<file path="config.mk">
export PLATFORM = sky130hd
export DESIGN_NAME = tem_ctrl
export DESIGN_NICKNAME = d
export VERILOG_FILES = /design/src/sv/tem_pkg.sv /design/src/sv/tem_ctrl.sv
export SDC_FILE = /design/constraint.sdc
export NUM_CORES = 1
export LEC_CHECK = 0
export BUFFER_PORTS_ARGS = -buffer_cell sky130_fd_sc_hd__clkbuf_2
export CAP_MARGIN = 20
export CORE_AREA = 2 2 39 41
export CTS_BUF_LIST = sky130_fd_sc_hd__clkbuf_2
export CTS_CLUSTER_SIZE = 24
export DETAILED_ROUTE_END_ITERATION = 6
export DIE_AREA = 0 0 41 43
export GPL_TIMING_DRIVEN = 0
export PLACE_DENSITY = 0.38
export SETUP_SLACK_MARGIN = 0.15
export SLEW_MARGIN = 20
export SYNTH_ARGS = -nofsm -noshare
export SYNTH_HDL_FRONTEND = slang
export SYNTH_SLANG_ARGS = --single-unit
</file>
<file path="constraint.sdc">
create_clock -name clk -period 0.9 [get_ports clk]
set_input_delay 0 -clock clk [delete_from_list [all_inputs] [get_ports clk]]
set_output_delay 0 -clock clk [all_outputs]
set_load 0.01 [all_outputs]
</file>
<file path="src/sv/tem_pkg.sv">
package tem_pkg;

  localparam int COUNT_BITS  = 20;
  localparam int SAMPLE_BITS = 16;
  localparam int CNT_W       = COUNT_BITS + 1;
  localparam int SQ_W        = 2 * SAMPLE_BITS + COUNT_BITS;
  localparam int ABS_W       = SAMPLE_BITS + 1 + COUNT_BITS;
  localparam int NRM_W       = 2 * SAMPLE_BITS - 1 + COUNT_BITS;
  localparam int DOT_W       = 2 * SAMPLE_BITS + COUNT_BITS;
  localparam int PROD_W      = 2 * NRM_W;
  localparam int DSQ_W       = 2 * DOT_W;
  localparam int RHS_W       = 2 * DOT_W + 30;
  localparam int LHS_W       = PROD_W + 30;
  localparam int CMP_W       = (LHS_W > RHS_W) ? LHS_W : RHS_W;

  typedef struct packed {
    logic signed [15:0] a_value;
    logic signed [15:0] b_value;
    logic               last;
  } in_item_t;

  typedef struct packed {
    logic [31:0]        mean_sq_error;
    logic [15:0]        mean_abs_error;
    logic [15:0]        peak_abs_error;
    logic signed [15:0] cosine_sim;
    logic [20:0]        element_total;
    logic               count_overflow;
  } out_item_t;

  typedef struct packed {
    logic accum;
    logic start;
    logic step;
    logic clear;
  } tem_cmd_t;

  typedef struct packed {
    logic done;
  } tem_sts_t;

endpackage

</file>
<file path="src/sv/tem_ctrl.sv">
module tem_ctrl (
  input  logic                 clk,
  input  logic                 rst_n,
  input  logic                 in_valid,
  output logic                 in_stall,
  input  logic                 in_last,
  output logic                 out_valid,
  input  logic                 out_stall,
  output tem_pkg::tem_cmd_t    cmd,
  input  tem_pkg::tem_sts_t    sts
);
  import tem_pkg::*;

  localparam logic [1:0] S_ACC  = 2'd0;
  localparam logic [1:0] S_CALC = 2'd1;
  localparam logic [1:0] S_OUT  = 2'd2;

  logic [1:0] state_r, state_nxt;
  logic       acc_go;

  assign in_stall  = (state_r != S_ACC);
  assign acc_go    = in_valid && (state_r == S_ACC);
  assign out_valid = (state_r == S_OUT);

  always_comb begin
    state_nxt = state_r;
    cmd       = '0;
    unique case (state_r)
      S_ACC: begin
        cmd.accum = acc_go;
        if (acc_go && in_last) begin
          cmd.start = 1'b1;
          state_nxt = S_CALC;
        end
      end
      S_CALC: begin
        cmd.step = 1'b1;
        if (sts.done) state_nxt = S_OUT;
      end
      S_OUT: begin
        if (!out_stall) begin
          cmd.clear = 1'b1;
          state_nxt = S_ACC;
        end
      end
      default: state_nxt = S_ACC;
    endcase
  end

  always_ff @(posedge clk) begin
    if (!rst_n) state_r <= S_ACC;
    else        state_r <= state_nxt;
  end
endmodule

</file>
## After elaboration in Yosys (flattened, before gate mapping)

Index checks and enable logic that the tools add are counted.

| word-level totals | value |
|---|---|
| logic and storage cells | 20 |
| output and inout bits | 6 |
| bits in latches | 0 |
| memory bits (read-only) | 0 |
| bits of input ports | 6 |
| memories | 0 |
| register bits | 2 |
| bits in writable memories | 0 |

| operators by class | value |
|---|---|
| shift operators | 0 |
| add/sub/neg operators | 0 |
| equality and inequality tests | 5 |
| $mul | 0 |
| bitwise gates (word level) | 0 |
| div/mod/pow operators | 0 |
| magnitude comparators | 0 |
| mux-type cells | 9 |
| reduce and logical (&&, ||, !) cells | 5 |

Operators with widths:

| operator | number |
|---|---|
| two-way mux 2 bit | 4 |
| one-hot mux 2 bit (3 select lines) | 1 |
| two-way mux 1 bit | 4 |
| != test 2 bit (second input constant) | 2 |
| AND reduction 3 bit | 1 |
| == test 2 x 1 -> 1 bit (second input constant) | 1 |
| == test 2 bit (second input constant) | 1 |
| logical AND 1 bit | 2 |
| logical NOT 2 bit | 1 |
| != test 2 x 1 -> 1 bit (second input constant) | 1 |
| nonzero test 2 bit | 1 |

## Depth between registers and ports, before layout

| depth | value |
|---|---|
| depth in word-level cells | 5 |
| mapped depth | 2 |
| gate-level depth less buffers | 2 |

## Worst setup path before layout

Ideal clock, no wire load.

| path | value |
|---|---|
| kind | register to output |
| start | register state_r[0] |
| end | output port cmd[3] (netlist bit) |
| slack | 137 ps |
| data required time | 900 ps |
| cell stages (with the launch flop) | 3 |
| arrival time | 763 ps |
| path buffers | 0 |
| cells stage by stage | dfxtp_1 -> or2_4 -> nor2_1 |

RTL lines:

| element | line | RTL |
|---|---|---|
| from (decl) | tem_ctrl.sv:18 | `logic [1:0] state_r, state_nxt;` |
| from (signal assigned) | tem_ctrl.sv:52 | `else state_r <= state_nxt;` |
| to (decl) | tem_ctrl.sv:9 | `output tem_pkg::tem_cmd_t cmd,` |

==> impl_results.md <==
* Post-synth cell types at 13
* All-Layer GR Usage at about 4.6%
* Most frequent cells in the layout: clkbuf_2, buf_2, nand3b_1
* Worst EP required at about 0.9 ns
* Status: finished, violations left
* RSZ-0062 raised after global routing: true
* Ant. Diodes at 0
* Gp weighted congestion at 0.571
* Dpl cells at 44
* Slew HR at 93.8%
* Sw Pwr at 88.3 uW
* Hold Crit Start: rst_n
* Post-Syn Area per Cell at 8.02 um^2
* Non-Filler Instances at 49
* LEAKAGE at around 0.13 nW
* Register area share after synthesis at 29.4%
* Sequential Power Share at just over 30%
* Post-DR wirelength/cell at roughly 7.7 um
* Sum Neg Setup Slack at -0.205 ns
* Yosys warning count at 0
* Synthesized instance count at 17
* Final instance area at 255 um^2
* # DRC at 0
* Via count at 165
* H-tree Lvls at 1
* Final hold vios at 0
* Biggest register: state_r
* Max reg flops at 2
* Critical Path Fanout Max at 4
* Routed WL at 375 um
* Sink Count at 2
* Switching share of total power at 28.7%
* Worst min path class: primary input to flip-flop
* Synth Net Count at 23
* DIE AREA at ~1800 um^2
* Yosys reg bits at 2
* DP Worst Slack at 0.0719 ns
* Largest net degree at the start of global routing at 7
* Flop-to-flop setup slack at about 0.08 ns
* Clock skew at between 0.004 and 0.005 ns
* Initial DRC Count at 5
* WP data arrival at around 0.98 ns
* Internal at 220 uW
* Worst Hold End: state_r[0]
* Fin worst setup slack at -0.0753 ns
* Die W at slightly above 40 um
* R2R cell count at 3
* Port Buffer Count at 11
* Reg2reg start: state_r[0]
* Peak VDD IR at roughly 0.46 mV
* Layout Nets at just over 40
* Post-route ant nets at 0
* Setup crit end kind: output pin
* Most common cell after layout, fill and taps aside: clkbuf_2
* Clock buffer depth at 2
* Area grow syn2layout at 87.2%
* Placed inst area at around 210 um^2
* Worst r2r dst: state_r[1]
* Worst skew pair latency at roughly 0.19 ns
* Vias in the first global route at 130
* Die Y at approximately 43 um
* Initial antenna violation count at 0
* First-pass GRT wire length at slightly below 500 um
* Max Clk Rate at slightly above 1 GHz
* Count of final setup violators at 4
* Period utilisation layout at 108%
* TritonCTS Buffers at 3
* Maxcap violations at 0
* PD cells at 1210 nW/um^2
* Root buf cell: clkbuf_2
* Share of layout cells above drive strength 1 at approximately two thirds
* Failing checks: setup timing
* Setup crit start kind: flip-flop
* Combinational share of power at 23.6%
* DRT Pass-1 Iters at 5
* Remaining Overflow, GRT at 0
* CTS tree: built
* Starting density of the core at 9.86%
* Slew @ Worst Pin at between 0.09 and 0.1 ns
* I/O pin count at 12
* Via/cell ratio at 3.37
* Fill count at 159
* Final Util at a little under a fifth
* Regs by FF count: state_r x2
* Rows at 14
* Power share of the clock group at a little under half
* Core ar. at approximately 1400 um^2
* Mapped Area at 136 um^2
* Hold-fix buffers at CTS at 0
* Min Tclk post-route at roughly 0.98 ns
* Hold slack at 0.0237 ns
* Total design power at between 300 and 400 uW
* Reg clk slew, reported paths at approximately 0.03 ns
* Detailed placement HPWL at around 280 um
* Max Slew Vio Count at 0
* WS Path Type: flip-flop to output pin
* Hold Path Depth at 3
[power groups by stage]
stage / Clock, mW / Sequential [mW] / Combinational, mW
after floorplan: 0 / 0.0989 / 0.0358
after global placement: 0 / 0.100 / 0.0655
after detailed placement: 0 / 0.100 / 0.0646
after CTS: 0.155 / 0.0968 / 0.0703
after global routing: 0.165 / 0.0949 / 0.0811
final: 0.141 / 0.0945 / 0.0727
[layout make-up]
cell class,count,area (um^2),share of cell area (%)
multi-input cells,14,95.1,37.3
clock buffers,3,15.0,5.88
inverters,1,3.75,1.47
well taps,16,20.0,7.84
repair buffers,13,73.8,28.9
flip-flops and latches,2,47.5,18.6
[synthesized netlist by cell type]
master / n / share of area [%]
nand2_1: 1 / 2.7
nor2b_2: 1 / 6.4
inv_1: 1 / 2.7
or2_4: 1 / 6.4
nor2_2: 1 / 4.6
nand2b_1: 2 / 9.2
and2b_1: 1 / 5.5
nand3b_1: 3 / 17
a21oi_1: 1 / 3.7
nor2b_1: 1 / 4.6
a21boi_1: 1 / 5.5
nor2_1: 1 / 2.7
dfxtp_1: 2 / 29
[how the worst max path moves through the flow]
| stage | from | to | slack, ns | depth (start not counted) |
|---|---|---|---|---|
| floorplan | state_r[0] | cmd[2] | 0.16 | 2 |
| global placement | state_r[1] | cmd[2] | 0.06 | 3 |
| detailed placement | state_r[0] | cmd[2] | 0.07 | 3 |
| CTS | state_r[0] | cmd[2] | -0.11 | 3 |
| global route | state_r[1] | cmd[2] | -0.14 | 3 |
| finish | state_r[1] | cmd[2] | -0.08 | 3 |
[worst max-delay path, stage by stage (launching register included)]
cell,delay (ns)
dfxtp_4,0.34
or2_4,0.26
nor2_2,0.07
buf_2,0.12
[metal layers]
layer / GRT usage (%) / share of wire [%]
met5: 0 / 0
met4: 2.00 / 0
met3: 6.28 / 19
met2: 3.44 / 26
met1: 6.37 / 55
[kinds of logic after synthesis]
group / count (synthesis) / share of synthesized area, %
AO/OA/AOI/OAI: 2 / 9.17
AND/OR/NAND/NOR: 12 / 58.7
flip-flops: 2 / 29.4
buffers and inverters: 1 / 2.75
[repair_timing]
action / in CTS / in global routing
endpoints found under the setup margin: 6 / 8
pin swaps: 4 / 2
buffers inserted: 1 / 1
gates resized for setup: 3 / 7
Note: power is estimated with default switching activity, not from simulation.
